**src/rtl/core/via_pkg.sv**
```systemverilog
// Package for the interface adapter core: request kinds, register map,
// flag bit positions, timer maximum, the controller state and command types. No dependencies.
package via_pkg;

	typedef enum logic [2:0] {
		OP_READ = 3'd0,
		OP_WRITE = 3'd1,
		OP_TICK = 3'd2,
		OP_CA1 = 3'd3,
		OP_CA2 = 3'd4,
		OP_CB1 = 3'd5,
		OP_CB2 = 3'd6,
		OP_NONE = 3'd7
	} via_op_t;

	typedef enum logic [3:0] {
		REG_ORB = 4'd0,
		REG_ORA = 4'd1,
		REG_DDRB = 4'd2,
		REG_DDRA = 4'd3,
		REG_T1CL = 4'd4,
		REG_T1CH = 4'd5,
		REG_T1LL = 4'd6,
		REG_T1LH = 4'd7,
		REG_T2CL = 4'd8,
		REG_T2CH = 4'd9,
		REG_SR = 4'd10,
		REG_ACR = 4'd11,
		REG_PCR = 4'd12,
		REG_IFR = 4'd13,
		REG_IER = 4'd14,
		REG_ORA_NH = 4'd15
	} via_reg_t;

	localparam int FLAG_CA2 = 0;
	localparam int FLAG_CA1 = 1;
	localparam int FLAG_SR = 2;
	localparam int FLAG_CB2 = 3;
	localparam int FLAG_CB1 = 4;
	localparam int FLAG_T2 = 5;
	localparam int FLAG_T1 = 6;

	localparam logic [15:0] TIMER_MAX = 16'hFFFF;

	typedef enum logic [1:0] {
		ST_IDLE,
		ST_EXEC,
		ST_HOLD
	} via_state_t;

	// Controller to datapath
	typedef struct packed {
		logic load;
		logic exec;
		logic out_load;
	} via_cmd_t;

endpackage

```
**src/rtl/core/versatile_interface_adapter_core.sv**
```systemverilog
// Interface adapter core, top level: controller plus datapath.
// Sequence: request capture, execute, result load into the output register.
// A new request is not accepted until the previous result is loaded, which
// waits while the earlier result is held by out_stall.
// Reset (arst_n low, asynchronous): architectural registers to 6522 power-on
// values, timers 0xFFFF, no result pending; request and result regs not reset.
module versatile_interface_adapter_core import via_pkg::*; (
	input logic clk,
	input logic arst_n,
	input logic in_valid,
	output logic in_stall,
	input logic [2:0] opcode,
	input logic [3:0] reg_select,
	input logic [7:0] write_data,
	input logic line_level,
	input logic [7:0] port_a_pins,
	input logic [7:0] port_b_pins,
	output logic out_valid,
	input logic out_stall,
	output logic [7:0] read_data,
	output logic irq,
	output logic [7:0] port_a_out,
	output logic [7:0] port_b_out,
	output logic pb7_level,
	output logic ca2_level,
	output logic cb2_level
);

	via_cmd_t cmd;

	via_ctrl u_ctrl (
		.clk(clk), .arst_n(arst_n),
		.in_valid(in_valid), .in_stall(in_stall),
		.out_valid(out_valid), .out_stall(out_stall),
		.cmd(cmd)
	);

	via_dp u_dp (
		.clk(clk), .arst_n(arst_n), .cmd(cmd),
		.opcode(opcode), .reg_select(reg_select), .write_data(write_data),
		.line_level(line_level), .port_a_pins(port_a_pins), .port_b_pins(port_b_pins),
		.read_data(read_data), .irq(irq), .port_a_out(port_a_out),
		.port_b_out(port_b_out), .pb7_level(pb7_level),
		.ca2_level(ca2_level), .cb2_level(cb2_level)
	);

endmodule

```
**src/rtl/core/via_ctrl.sv**
```systemverilog
// Controller for the interface adapter: sequences capture, execute and
// result delivery. Depends on via_pkg.
module via_ctrl import via_pkg::*; (
	input logic clk,
	input logic arst_n,
	input logic in_valid,
	output logic in_stall,
	output logic out_valid,
	input logic out_stall,
	output via_cmd_t cmd
);

	via_state_t state_q, state_nxt;
	logic out_valid_q;
	logic out_free;

	assign out_free = !out_valid_q || !out_stall;

	// Next state: capture, execute, then result into the output register
	always_comb begin
		state_nxt = state_q;
		unique case (state_q)
			ST_IDLE: if (in_valid) state_nxt = ST_EXEC;
			ST_EXEC: state_nxt = ST_HOLD;
			ST_HOLD: if (out_free) state_nxt = ST_IDLE;
			default: state_nxt = ST_IDLE;
		endcase
	end

	// Outputs
	always_comb begin
		cmd = '0;
		in_stall = 1'b1;
		unique case (state_q)
			ST_IDLE: begin
				in_stall = 1'b0;
				cmd.load = in_valid;
			end
			ST_EXEC: cmd.exec = 1'b1;
			ST_HOLD: cmd.out_load = out_free;
			default: ;
		endcase
	end

	always_ff @(posedge clk or negedge arst_n) begin
		if (!arst_n) begin
			state_q <= ST_IDLE;
			out_valid_q <= 1'b0;
		end else begin
			state_q <= state_nxt;
			if (cmd.out_load) out_valid_q <= 1'b1;
			else if (!out_stall) out_valid_q <= 1'b0;
		end
	end

	assign out_valid = out_valid_q;

	a_exec_after_load: assert property (@(posedge clk) disable iff (!arst_n)
		cmd.load |=> cmd.exec) else $error("exec did not follow load");
	a_no_accept_busy: assert property (@(posedge clk) disable iff (!arst_n)
		(state_q != ST_IDLE) |-> in_stall) else $error("accept while busy");
	a_out_held: assert property (@(posedge clk) disable iff (!arst_n)
		(out_valid_q && out_stall) |=> out_valid_q) else $error("result dropped");

endmodule

```
**src/rtl/core/via_dp.sv**
```systemverilog
// Datapath for the interface adapter: register file, timers, flags and
// control lines, plus the result register. Depends on via_pkg.
module via_dp import via_pkg::*; (
	input logic clk,
	input logic arst_n,
	input via_cmd_t cmd,
	input logic [2:0] opcode,
	input logic [3:0] reg_select,
	input logic [7:0] write_data,
	input logic line_level,
	input logic [7:0] port_a_pins,
	input logic [7:0] port_b_pins,
	output logic [7:0] read_data,
	output logic irq,
	output logic [7:0] port_a_out,
	output logic [7:0] port_b_out,
	output logic pb7_level,
	output logic ca2_level,
	output logic cb2_level
);

	// Captured request
	logic [2:0] op_q;
	logic [3:0] rs_q;
	logic [7:0] wd_q, pa_q, pb_q;
	logic lvl_q;

	// Architectural state
	logic [7:0] ora_q, orb_q, ddra_q, ddrb_q;
	logic [15:0] t1c_q, t1l_q, t2c_q;
	logic [7:0] t2ll_q;
	logic t1act_q, t2act_q, pb7_q;
	logic [7:0] sr_q, acr_q, pcr_q;
	logic [6:0] ifr_q, ier_q;
	logic [7:0] lata_q, latb_q;
	logic ca1_q, ca2_q, cb1_q, cb2_q;
	logic [7:0] rd_q;

	// Next values
	logic [7:0] ora_n, orb_n, ddra_n, ddrb_n, sr_n, acr_n, pcr_n, t2ll_n, lata_n, latb_n;
	logic [15:0] t1c_n, t1l_n, t2c_n;
	logic t1act_n, t2act_n, pb7_n;
	logic [6:0] ifr_n, ier_n;
	logic ca1_n, ca2_n, cb1_n, cb2_n;
	logic [7:0] rd_n, in_b, in_a;
	logic [2:0] ca2_ctl, cb2_ctl;

	always_ff @(posedge clk) begin
		if (cmd.load) begin
			op_q <= opcode;
			rs_q <= reg_select;
			wd_q <= write_data;
			lvl_q <= line_level;
			pa_q <= port_a_pins;
			pb_q <= port_b_pins;
		end
	end

	function automatic logic drive(input logic cur, input logic [2:0] mode);
		logic r;
		r = cur;
		if (mode == 3'd5 || mode == 3'd6) r = 1'b0;
		else if (mode == 3'd7) r = 1'b1;
		return r;
	endfunction

	// Request execution
	always_comb begin
		ora_n = ora_q; orb_n = orb_q; ddra_n = ddra_q; ddrb_n = ddrb_q;
		sr_n = sr_q; acr_n = acr_q; pcr_n = pcr_q; t2ll_n = t2ll_q;
		lata_n = lata_q; latb_n = latb_q;
		t1c_n = t1c_q; t1l_n = t1l_q; t2c_n = t2c_q;
		t1act_n = t1act_q; t2act_n = t2act_q; pb7_n = pb7_q;
		ifr_n = ifr_q; ier_n = ier_q;
		ca1_n = ca1_q; ca2_n = ca2_q; cb1_n = cb1_q; cb2_n = cb2_q;
		rd_n = 8'h00;
		ca2_ctl = pcr_q[3:1];
		cb2_ctl = pcr_q[7:5];
		in_b = acr_q[1] ? latb_q : pb_q;
		in_a = (acr_q[0] && rs_q == REG_ORA) ? lata_q : pa_q;
		case (op_q)
			OP_READ: begin
				case (rs_q)
					REG_ORB: begin
						rd_n = (orb_q & ddrb_q) | (in_b & ~ddrb_q);
						ifr_n[FLAG_CB1] = 1'b0; ifr_n[FLAG_CB2] = 1'b0;
					end
					REG_ORA, REG_ORA_NH: begin
						rd_n = (ora_q & ddra_q) | (in_a & ~ddra_q);
						if (rs_q == REG_ORA) begin
							ifr_n[FLAG_CA1] = 1'b0; ifr_n[FLAG_CA2] = 1'b0;
						end
					end
					REG_DDRB: rd_n = ddrb_q;
					REG_DDRA: rd_n = ddra_q;
					REG_T1CL: begin rd_n = t1c_q[7:0]; ifr_n[FLAG_T1] = 1'b0; end
					REG_T1CH: rd_n = t1c_q[15:8];
					REG_T1LL: rd_n = t1l_q[7:0];
					REG_T1LH: rd_n = t1l_q[15:8];
					REG_T2CL: begin rd_n = t2c_q[7:0]; ifr_n[FLAG_T2] = 1'b0; end
					REG_T2CH: rd_n = t2c_q[15:8];
					REG_SR: begin rd_n = sr_q; ifr_n[FLAG_SR] = 1'b0; end
					REG_ACR: rd_n = acr_q;
					REG_PCR: rd_n = pcr_q;
					REG_IFR: rd_n = {|(ifr_q & ier_q), ifr_q};
					default: rd_n = {1'b1, ier_q};
				endcase
			end
			OP_WRITE: begin
				case (rs_q)
					REG_ORB: begin
						orb_n = wd_q;
						ifr_n[FLAG_CB1] = 1'b0; ifr_n[FLAG_CB2] = 1'b0;
						cb2_n = drive(cb2_q, cb2_ctl);
					end
					REG_ORA: begin
						ora_n = wd_q;
						ifr_n[FLAG_CA1] = 1'b0; ifr_n[FLAG_CA2] = 1'b0;
						ca2_n = drive(ca2_q, ca2_ctl);
					end
					REG_ORA_NH: ora_n = wd_q;
					REG_DDRB: ddrb_n = wd_q;
					REG_DDRA: ddra_n = wd_q;
					REG_T1CL, REG_T1LL: t1l_n = {t1l_q[15:8], wd_q};
					REG_T1CH: begin
						t1l_n = {wd_q, t1l_q[7:0]};
						t1c_n = {wd_q, t1l_q[7:0]};
						t1act_n = 1'b1;
						ifr_n[FLAG_T1] = 1'b0;
						if (acr_q[7]) pb7_n = 1'b1;
					end
					REG_T1LH: begin
						t1l_n = {wd_q, t1l_q[7:0]};
						ifr_n[FLAG_T1] = 1'b0;
					end
					REG_T2CL: t2ll_n = wd_q;
					REG_T2CH: begin
						t2c_n = {wd_q, t2ll_q};
						t2act_n = 1'b1;
						ifr_n[FLAG_T2] = 1'b0;
					end
					REG_SR: begin sr_n = wd_q; ifr_n[FLAG_SR] = 1'b0; end
					REG_ACR: acr_n = wd_q;
					REG_PCR: begin
						pcr_n = wd_q;
						ca2_n = drive(ca2_q, wd_q[3:1]);
						cb2_n = drive(cb2_q, wd_q[7:5]);
					end
					REG_IFR: ifr_n = ifr_q & ~wd_q[6:0];
					default: ier_n = wd_q[7] ? (ier_q | wd_q[6:0]) : (ier_q & ~wd_q[6:0]);
				endcase
			end
			OP_TICK: begin
				if (t1act_q) begin
					if (t1c_q == 16'd0) begin
						ifr_n[FLAG_T1] = 1'b1;
						t1c_n = acr_q[6] ? t1l_q : TIMER_MAX;
						if (acr_q[7]) pb7_n = !pb7_q;
					end else t1c_n = t1c_q - 16'd1;
				end
				if (t2act_q) begin
					if (t2c_q == 16'd0) begin
						ifr_n[FLAG_T2] = 1'b1;
						t2act_n = 1'b0;
						t2c_n = TIMER_MAX;
					end else t2c_n = t2c_q - 16'd1;
				end
			end
			OP_CA1: begin
				ca1_n = lvl_q;
				if (pcr_q[0] ? (!ca1_q && lvl_q) : (ca1_q && !lvl_q)) begin
					ifr_n[FLAG_CA1] = 1'b1;
					if (acr_q[0]) lata_n = pa_q;
				end
			end
			OP_CA2: begin
				if (!ca2_ctl[2]) begin
					ca2_n = lvl_q;
					if (pcr_q[2] ? (!ca2_q && lvl_q) : (ca2_q && !lvl_q))
						ifr_n[FLAG_CA2] = 1'b1;
				end
			end
			OP_CB1: begin
				cb1_n = lvl_q;
				if (pcr_q[4] ? (!cb1_q && lvl_q) : (cb1_q && !lvl_q)) begin
					ifr_n[FLAG_CB1] = 1'b1;
					if (acr_q[1]) latb_n = pb_q;
				end
			end
			OP_CB2: begin
				if (!cb2_ctl[2]) begin
					cb2_n = lvl_q;
					if (pcr_q[6] ? (!cb2_q && lvl_q) : (cb2_q && !lvl_q))
						ifr_n[FLAG_CB2] = 1'b1;
				end
			end
			default: ;
		endcase
	end

	// State update
	always_ff @(posedge clk or negedge arst_n) begin
		if (!arst_n) begin
			ora_q <= '0; orb_q <= '0; ddra_q <= '0; ddrb_q <= '0;
			sr_q <= '0; acr_q <= '0; pcr_q <= '0; t2ll_q <= 8'hFF;
			lata_q <= '0; latb_q <= '0;
			t1c_q <= TIMER_MAX; t1l_q <= TIMER_MAX; t2c_q <= TIMER_MAX;
			t1act_q <= 1'b0; t2act_q <= 1'b0; pb7_q <= 1'b0;
			ifr_q <= '0; ier_q <= '0;
			ca1_q <= 1'b0; ca2_q <= 1'b0; cb1_q <= 1'b0; cb2_q <= 1'b0;
			rd_q <= '0;
		end else if (cmd.exec) begin
			ora_q <= ora_n; orb_q <= orb_n; ddra_q <= ddra_n; ddrb_q <= ddrb_n;
			sr_q <= sr_n; acr_q <= acr_n; pcr_q <= pcr_n; t2ll_q <= t2ll_n;
			lata_q <= lata_n; latb_q <= latb_n;
			t1c_q <= t1c_n; t1l_q <= t1l_n; t2c_q <= t2c_n;
			t1act_q <= t1act_n; t2act_q <= t2act_n; pb7_q <= pb7_n;
			ifr_q <= ifr_n; ier_q <= ier_n;
			ca1_q <= ca1_n; ca2_q <= ca2_n; cb1_q <= cb1_n; cb2_q <= cb2_n;
			rd_q <= rd_n;
		end
	end

	// Result register
	always_ff @(posedge clk) begin
		if (cmd.out_load) begin
			read_data <= rd_q;
			irq <= |(ifr_q & ier_q);
			port_a_out <= ora_q & ddra_q;
			port_b_out <= orb_q & ddrb_q;
			pb7_level <= pb7_q;
			ca2_level <= ca2_q;
			cb2_level <= cb2_q;
		end
	end

	a_t2_stops: assert property (@(posedge clk) disable iff (!arst_n)
		(cmd.exec && op_q == OP_TICK && t2act_q && t2c_q == 16'd0) |=> !t2act_q)
		else $error("timer 2 kept running");
	a_t1_flag: assert property (@(posedge clk) disable iff (!arst_n)
		(cmd.exec && op_q == OP_TICK && t1act_q && t1c_q == 16'd0) |=> ifr_q[FLAG_T1])
		else $error("timer 1 flag missing");
	a_idle_state: assert property (@(posedge clk) disable iff (!arst_n)
		(!cmd.exec) |=> $stable(ifr_q) && $stable(t1c_q))
		else $error("state changed outside exec");

endmodule

```
**config.mk**
```make
export PLATFORM = sky130hd
export DESIGN_NAME = versatile_interface_adapter_core
export DESIGN_NICKNAME = d
export VERILOG_FILES = /design/src/rtl/core/via_pkg.sv /design/src/rtl/core/versatile_interface_adapter_core.sv /design/src/rtl/core/via_ctrl.sv /design/src/rtl/core/via_dp.sv
export SDC_FILE = /design/constraint.sdc
export NUM_CORES = 1
export LEC_CHECK = 0
export BUFFER_PORTS_ARGS = -buffer_cell sky130_fd_sc_hd__buf_2
export CELL_PAD_IN_SITES_DETAIL_PLACEMENT = 0
export CELL_PAD_IN_SITES_GLOBAL_PLACEMENT = 1
export CORE_ASPECT_RATIO = 1.5
export CORE_MARGIN = 4
export CORE_UTILIZATION = 45
export DETAILED_ROUTE_END_ITERATION = 7
export MAX_ROUTING_LAYER = met4
export PLACE_DENSITY_LB_ADDON = 0.1
export SLEW_MARGIN = 20
export SYNTH_ARGS = -nofsm -noshare
export SYNTH_HDL_FRONTEND = slang
export SYNTH_SLANG_ARGS = --single-unit
```
**constraint.sdc**
```tcl
create_clock -name clk -period 2.7 [get_ports clk]
set_clock_uncertainty 0.1 [all_clocks]
set_input_delay 0.54 -clock clk [delete_from_list [all_inputs] [get_ports clk]]
set_output_delay 0.54 -clock clk [all_outputs]
set_load 0.03 [all_outputs]
```
# After elaboration in Yosys (flattened, before gate mapping)
# Cells that the tools add are included.
# classes
reduce_logical,71
mux,79
eq_ne,68
add_sub_neg,2
bitwise_logic,16
# op_table
op,n
two-way mux 16 bit,7
case mux 8 bit (14 select lines),1
case mux 16 bit (2 select lines),3
equality test 3 bit (second input constant),15
two-way mux 1 bit,41
AND reduction 6 bit,6
AND reduction 3 bit,11
AND 8 bit,4
logical NOT 16 bit,2
subtractor 16 x 1 -> 16 bit (second input constant),2
equality test 4 bit (second input constant),7
AND reduction 4 bit,7
!= test 2 x 1 -> 1 bit (second input constant),13
two-way mux 8 bit,3
AND 7 bit,3
!= test 2 bit (second input constant),10
case mux 1 bit (2 select lines),10
equality test 4 x 3 -> 1 bit (second input constant),4
inverter 8 bit,2
OR 8 bit,2
!= test 3 bit (second input constant),5
nonzero test 3 bit,5
OR reduction 15 bit,1
AND reduction 7 bit,2
other kinds (28),70
# totals
ff_bits,220

# Longest topological paths before layout
# logic_depth
word_depth,7
depth_mapped,8
mapped_depth_nobuf,7

# By module
# From an unflattened synthesis, not the netlist that was laid out.
# hier_totals
hier_cells,1030
area_unflattened_um2,11243.3
# modules_own_cells
mod,area_per_inst_um2,seq_area_each_um2,cells_per_inst,instances
via_dp,11110.7,5800.6,1016,1
via_ctrl,132.6,75.1,14,1

# Worst setup path after synthesis
# Ideal clock, no wire load.
# synth_timing
kind,register to register
startpoint,reg u_ctrl.state_q[1]
endpoint,reg u_dp.lvl_q (enable)
t_required_ns,2.179
stages_incl_launch_ff,3
setup_slack_ns,-0.002
synth_period_minus_slack_ns,2.702
arrival_time_ns,2.181
path_cell_list,dfrtp_1 or2_2 nor2_1
# synth_rtl
element,line_no,source
"start, declared",via_ctrl.sv:13,"via_state_t state_q, state_nxt;"
"start signal, assigned",via_ctrl.sv:50,state_q <= state_nxt;
"end signal, assigned",via_dp.sv:53,lvl_q <= line_level;
"end, declared",via_dp.sv:26,logic lvl_q;

# Final worst setup path
# layout_timing
startpoint,reg u_dp.rs_q[2]
endpoint,reg u_dp.rd_q[5]
# layout_between
elab_chain_len,7
elab_cells_between_ends,22
# layout_lines
element,line_no,source
"start, declared",via_dp.sv:24,logic [3:0] rs_q;
"start signal, assigned",via_dp.sv:51,rs_q <= reg_select;
equality test 4 x 1 -> 1 bit,"via_dp.sv:80, via_dp.sv:83",
logical AND 1 bit,via_dp.sv:80,in_a = (acr_q[0] && rs_q == REG_ORA) ? lata_q : pa_q;
two-way mux 8 bit,via_dp.sv:80,
AND 8 bit,via_dp.sv:89,rd_n = (ora_q & ddra_q) | (in_a & ~ddra_q);
OR 8 bit,via_dp.sv:89,
case mux 8 bit (14 select lines) *,via_dp.sv:83,case (rs_q)
two-way mux 8 bit *,via_dp.sv:81,case (op_q)
"end signal, assigned",via_dp.sv:220,rd_q <= rd_n;
"end, declared",via_dp.sv:37,logic [7:0] rd_q;
# Mark *: on every way between the ends. The rest lies on a longest branch, timed or not.
# A chain may end at the register's enable or synchronous reset.

==> impl_metrics.json <==
{
  "status": "completed",
  "setup_viol_count_final": 0,
  "cp_max_fo": 19,
  "post_synth_inst_count": 1001,
  "cts_root_buffer": "clkbuf_16",
  "layout_common_cells": "125 x mux2_2, 104 x dfrtp_1, 67 x buf_4",
  "latest_clock_arrival_within_the_worst_skew_pair_ps": 520,
  "maximum_single_stage_delay_on_the_critical_path_ps": 750,
  "layout-area-overhead-vs-synth_pct": 15.75,
  "fin_nets": 1133,
  "r2r-start": "u_dp.rs_q[2]$_DFFE_PP_",
  "grt_max_degree": 66,
  "post-cts-setup-buffer-count": 0,
  "r2r_setup_slack_ps": 180,
  "die_height_um": 202.4,
  "synth_fa_ha_area_share_pct": 0.4414,
  "rsz0062_at_grt": "no",
  "top_level_ports": 66,
  "die_x_um": 137.6,
  "clkTransAtPathRegs_ps": 60,
  "vias_per_cell": 6.190,
  "combinationalPowerShare_pct": 29.2,
  "tritoncts": "built",
  "synth_largest_type_area_fraction_pct": 22.95,
  "p_int_uw": 7377,
  "clock_path_buffers": 3,
  "design.die.area_mm2": 0.02785,
  "critical-path-slowest-cell": "edfxtp_1",
  "clockPowerShare_pct": 28.2,
  "floorplan.core_area_mm2": 0.02461,
  "htreeDepth": 1,
  "detailedRoute.firstIterationViolations": 610,
  "crit_buf_inv": 2,
  "preCtsSetupSlack_ps": -13.09,
  "ys_seq_elements": 220,
  "max-cap-violations": 0,
  "min_period_over_period_pct": 93.44,
  "cp_num_cells": 6,
  "worst_setup_path_end_kind": "flip-flop",
  "final.min_clock_period_ps": 2523,
  "dpl.hpwl_um": 28470,
  "synthesis.nets": 1041,
  "numCtsBuffers": 23,
  "synth_compound_gate_area_share_pct": 15.87,
  "synth-seq-area-share_pct": 51.82,
  "setup.worst_path.start_class": "flip-flop",
  "worstPathCellList": "nor2b_1, buf_4, a221oi_1, a2111oi_0, buf_4, o211ai_1",
  "muxShareOfSynthArea_pct": 13.87,
  "total_gr_overflow": 0,
  "core.rowCount": 70,
  "ys.flop_type": "dfrtp_1",
  "routed_wl_um": 38840,
  "vias_in_the_first_global_route": 8948,
  "gp_routability_congestion": 1.044,
  "synth_enable_flop_cells": 60,
  "syn_area_per_cell_um2": 11.33,
  "yosysTopAreaCell": "dfrtp_1",
  "antenna_found_initial": 1,
  "path_common_cell": "buf_4",
  "worst_r2r_path_depth": 6,
  "cp_data_required_time_ps": 2990,
  "power.share.switching_pct": 36.56,
  "io_buffer_count": 65,
  "ant_nets": 0,
  "r2r-end": "u_dp.rd_q[5]$_DFFE_PN0P_",
  "power.net_switching_uw": 4252,
  "min_path_cells": 1,
  "cts.sinks": 220,
  "slew_violations": 0,
  "tightestPinTransition_ps": 999.9,
  "seqPwrFrac_pct": 42.6,
  "async_sr_flop_fraction_pct": 72.73,
  "final_critical_path_setup_slack_ps": 177.1,
  "max-slew-margin-rel_pct": 33.34,
  "starting_utilization_of_the_core_area_pct": 46.07,
  "overall_power_after_layout_uw": 11630,
  "drive_gt1_share_pct": 33.81,
  "synthSimpleGateAreaFrac_pct": 13.85,
  "worst_path_dominant_cell_family": "compound AO/OA/AOI/OAI gates",
  "peakVddDrop_v": 0.0005545,
  "layout.cells.most_common": "mux2_2",
  "worstHoldStart": "port_a_pins[4]",
  "routedWlPerCell_um": 27.08,
  "main_combinational_cell_family_by_area_after_synthesis": "compound AO/OA/AOI/OAI gates",
  "hold-path-endpoint": "u_dp.pa_q[4]$_DFFE_PP_",
  "total_routing_resource_utilization_after_global_routing_pct": 28.85,
  "power-per-cell-area_mw_per_mm2": 886.1,
  "yosysWarnings": 0,
  "remaining_routing_drc_violations": 0,
  "final_hold_slack_ps": 99.49,
  "hold_violations_final": 0,
  "worst-endpoint-arrival_ps": 2810,
  "routed-via-count": 8876,
  "synth_cell_type_count": 84,
  "maxClockFrequency_mhz": 396.4,
  "yosys-top-cells-area": "dfrtp_1 23%, edfxtp_1 16%, dfstp_2 13%, mux2_2 12%, nand2_1 2.0%",
  "drt_pre_antenna_iters": 6,
  "syn-cell-area_mm2": 0.01134,
  "first_pass_grt_wire_length_um": 58030,
  "cellLeakagePower_uw": 0.005352,
  "hp_class": "input port to flip-flop",
  "post-route-util_pct": 53.32,
  "synth_xor_area_share_pct": 0.3862,
  "setup.worst_path.class": "flip-flop to flip-flop"
}
[cells by family (layout without fill, tap and decap cells)]
kind of cell,count (synthesis),after routing
buffers and inverters,105,213
and+or+nand+nor,278,278
AOI/OAI and AO/OA,250,250
xor gates and xnor gates,5,5
adders and majority gates,4,4
muxes,139,139
other,0,1
DFF,220,220
[cells in the mapped netlist (all sizes together), types with 6 or more instances]
cell	count
nand2b	16
nor4	19
nor3	20
inv	36
buf	24
a221oi	12
o22ai	16
a31oi	14
nand4	7
dfstp	56
a2bb2oi	6
nor2b	10
a211oi	6
nor3b	6
o31ai	7
o211ai	13
mux2	125
nand3	33
mux2i	12
a32oi	7
a21oi	40
nor2	46
dfrtp	104
nand2	60
a22oi	25
and3	7
o21ai	32
o21bai	7
clkbuf	44
edfxtp	60
o2111ai	6
and2	19
[routing by layer]
layer,wire length (um),track usage (%),vias to the layer above
met2,19480,47.05,331
met4,2315,13.77,0
met1,15030,35.07,4436
li1,-,-,3996
met3,2018,3.884,113
met5,0,-,-
[power by group through the flow]
stage / Clock, uW / Sequential [uW] / Combinational (uW)
3_3_place_gp: 0 / 4980 / 3360
6_report: 3280 / 4960 / 3390
2_1_floorplan: 0 / 4660 / 2210
5_1_grt: 3500 / 5010 / 3680
4_1_cts: 3360 / 4930 / 3370
3_5_place_dp: 0 / 4980 / 3360
[registers in the layout (all words and copies together), names as in the netlist, 7 cells and up, named ones only]
name and count:
u_dp.t1c_q 16, u_dp.port_b_out 8, u_dp.ddra_q 8, u_dp.latb_q 8
u_dp.pcr_q 8, u_dp.port_a_out 8, u_dp.pa_q 8, u_dp.ora_q 8
u_dp.pb_q 8, u_dp.wd_q 8, u_dp.ddrb_q 8, u_dp.lata_q 8
u_dp.sr_q 8, u_dp.acr_q 8, u_dp.t1l_q 16, u_dp.orb_q 8
u_dp.t2ll_q 8, u_dp.ifr_q 7, u_dp.rd_q 8, u_dp.read_data 8
u_dp.t2c_q 16
[layout make-up]
type	instances	area, um^2
diodes	1	2.502
fillers	2238	11490
clock buffers	31	605.6
multi-input cells	676	5061
clock inverters	10	150.1
flip-flops and latches	220	5876
repair buffers	135	884.6
well taps	324	405.4
inverters	37	138.9
[timing repair]
item	CTS	global route
setup endpoints to repair	1	1
cloned	0	0
resized for setup	1	1
endpoints found under the hold margin	5	0
hold buffers	1	0
pin swaps	0	0
[through the flow]
| stage | cell area (um^2) | setup TNS [ps] | instances |
|---|---|---|---|
| 3_3_place_gp | 12350 | -34.52 | 1391 |
| 4_1_cts | 13120 | 0 | 1433 |
| 3_5_place_dp | 12350 | -13.09 | 1391 |
| 6_report | 13120 | 0 | 1434 |
| 2_1_floorplan | 11340 | 0 | 1001 |
| 5_1_grt | 13120 | 0 | 1434 |
[worst max-delay path by stage]
stage | start | end | slack (ps)
final | u_dp.rs_q[2]$_DFFE_PP_ | u_dp.rd_q[5]$_DFFE_PN0P_ | 180
after global routing | u_dp.rs_q[1]$_DFFE_PP_ | u_dp.rd_q[5]$_DFFE_PN0P_ | 80
after CTS | u_dp.rs_q[2]$_DFFE_PP_ | u_dp.rd_q[4]$_DFFE_PN0P_ | 170
after detailed placement | u_dp.op_q[2]$_DFFE_PP_ | u_dp.rd_q[6]$_DFFE_PN0P_ | -10
after global placement | u_dp.op_q[2]$_DFFE_PP_ | u_dp.rd_q[6]$_DFFE_PN0P_ | -30
after floorplan | out_stall | u_dp.ca2_level$_DFFE_PP_ | 220
No activity file was read; power rests on OpenSTA's default activity.
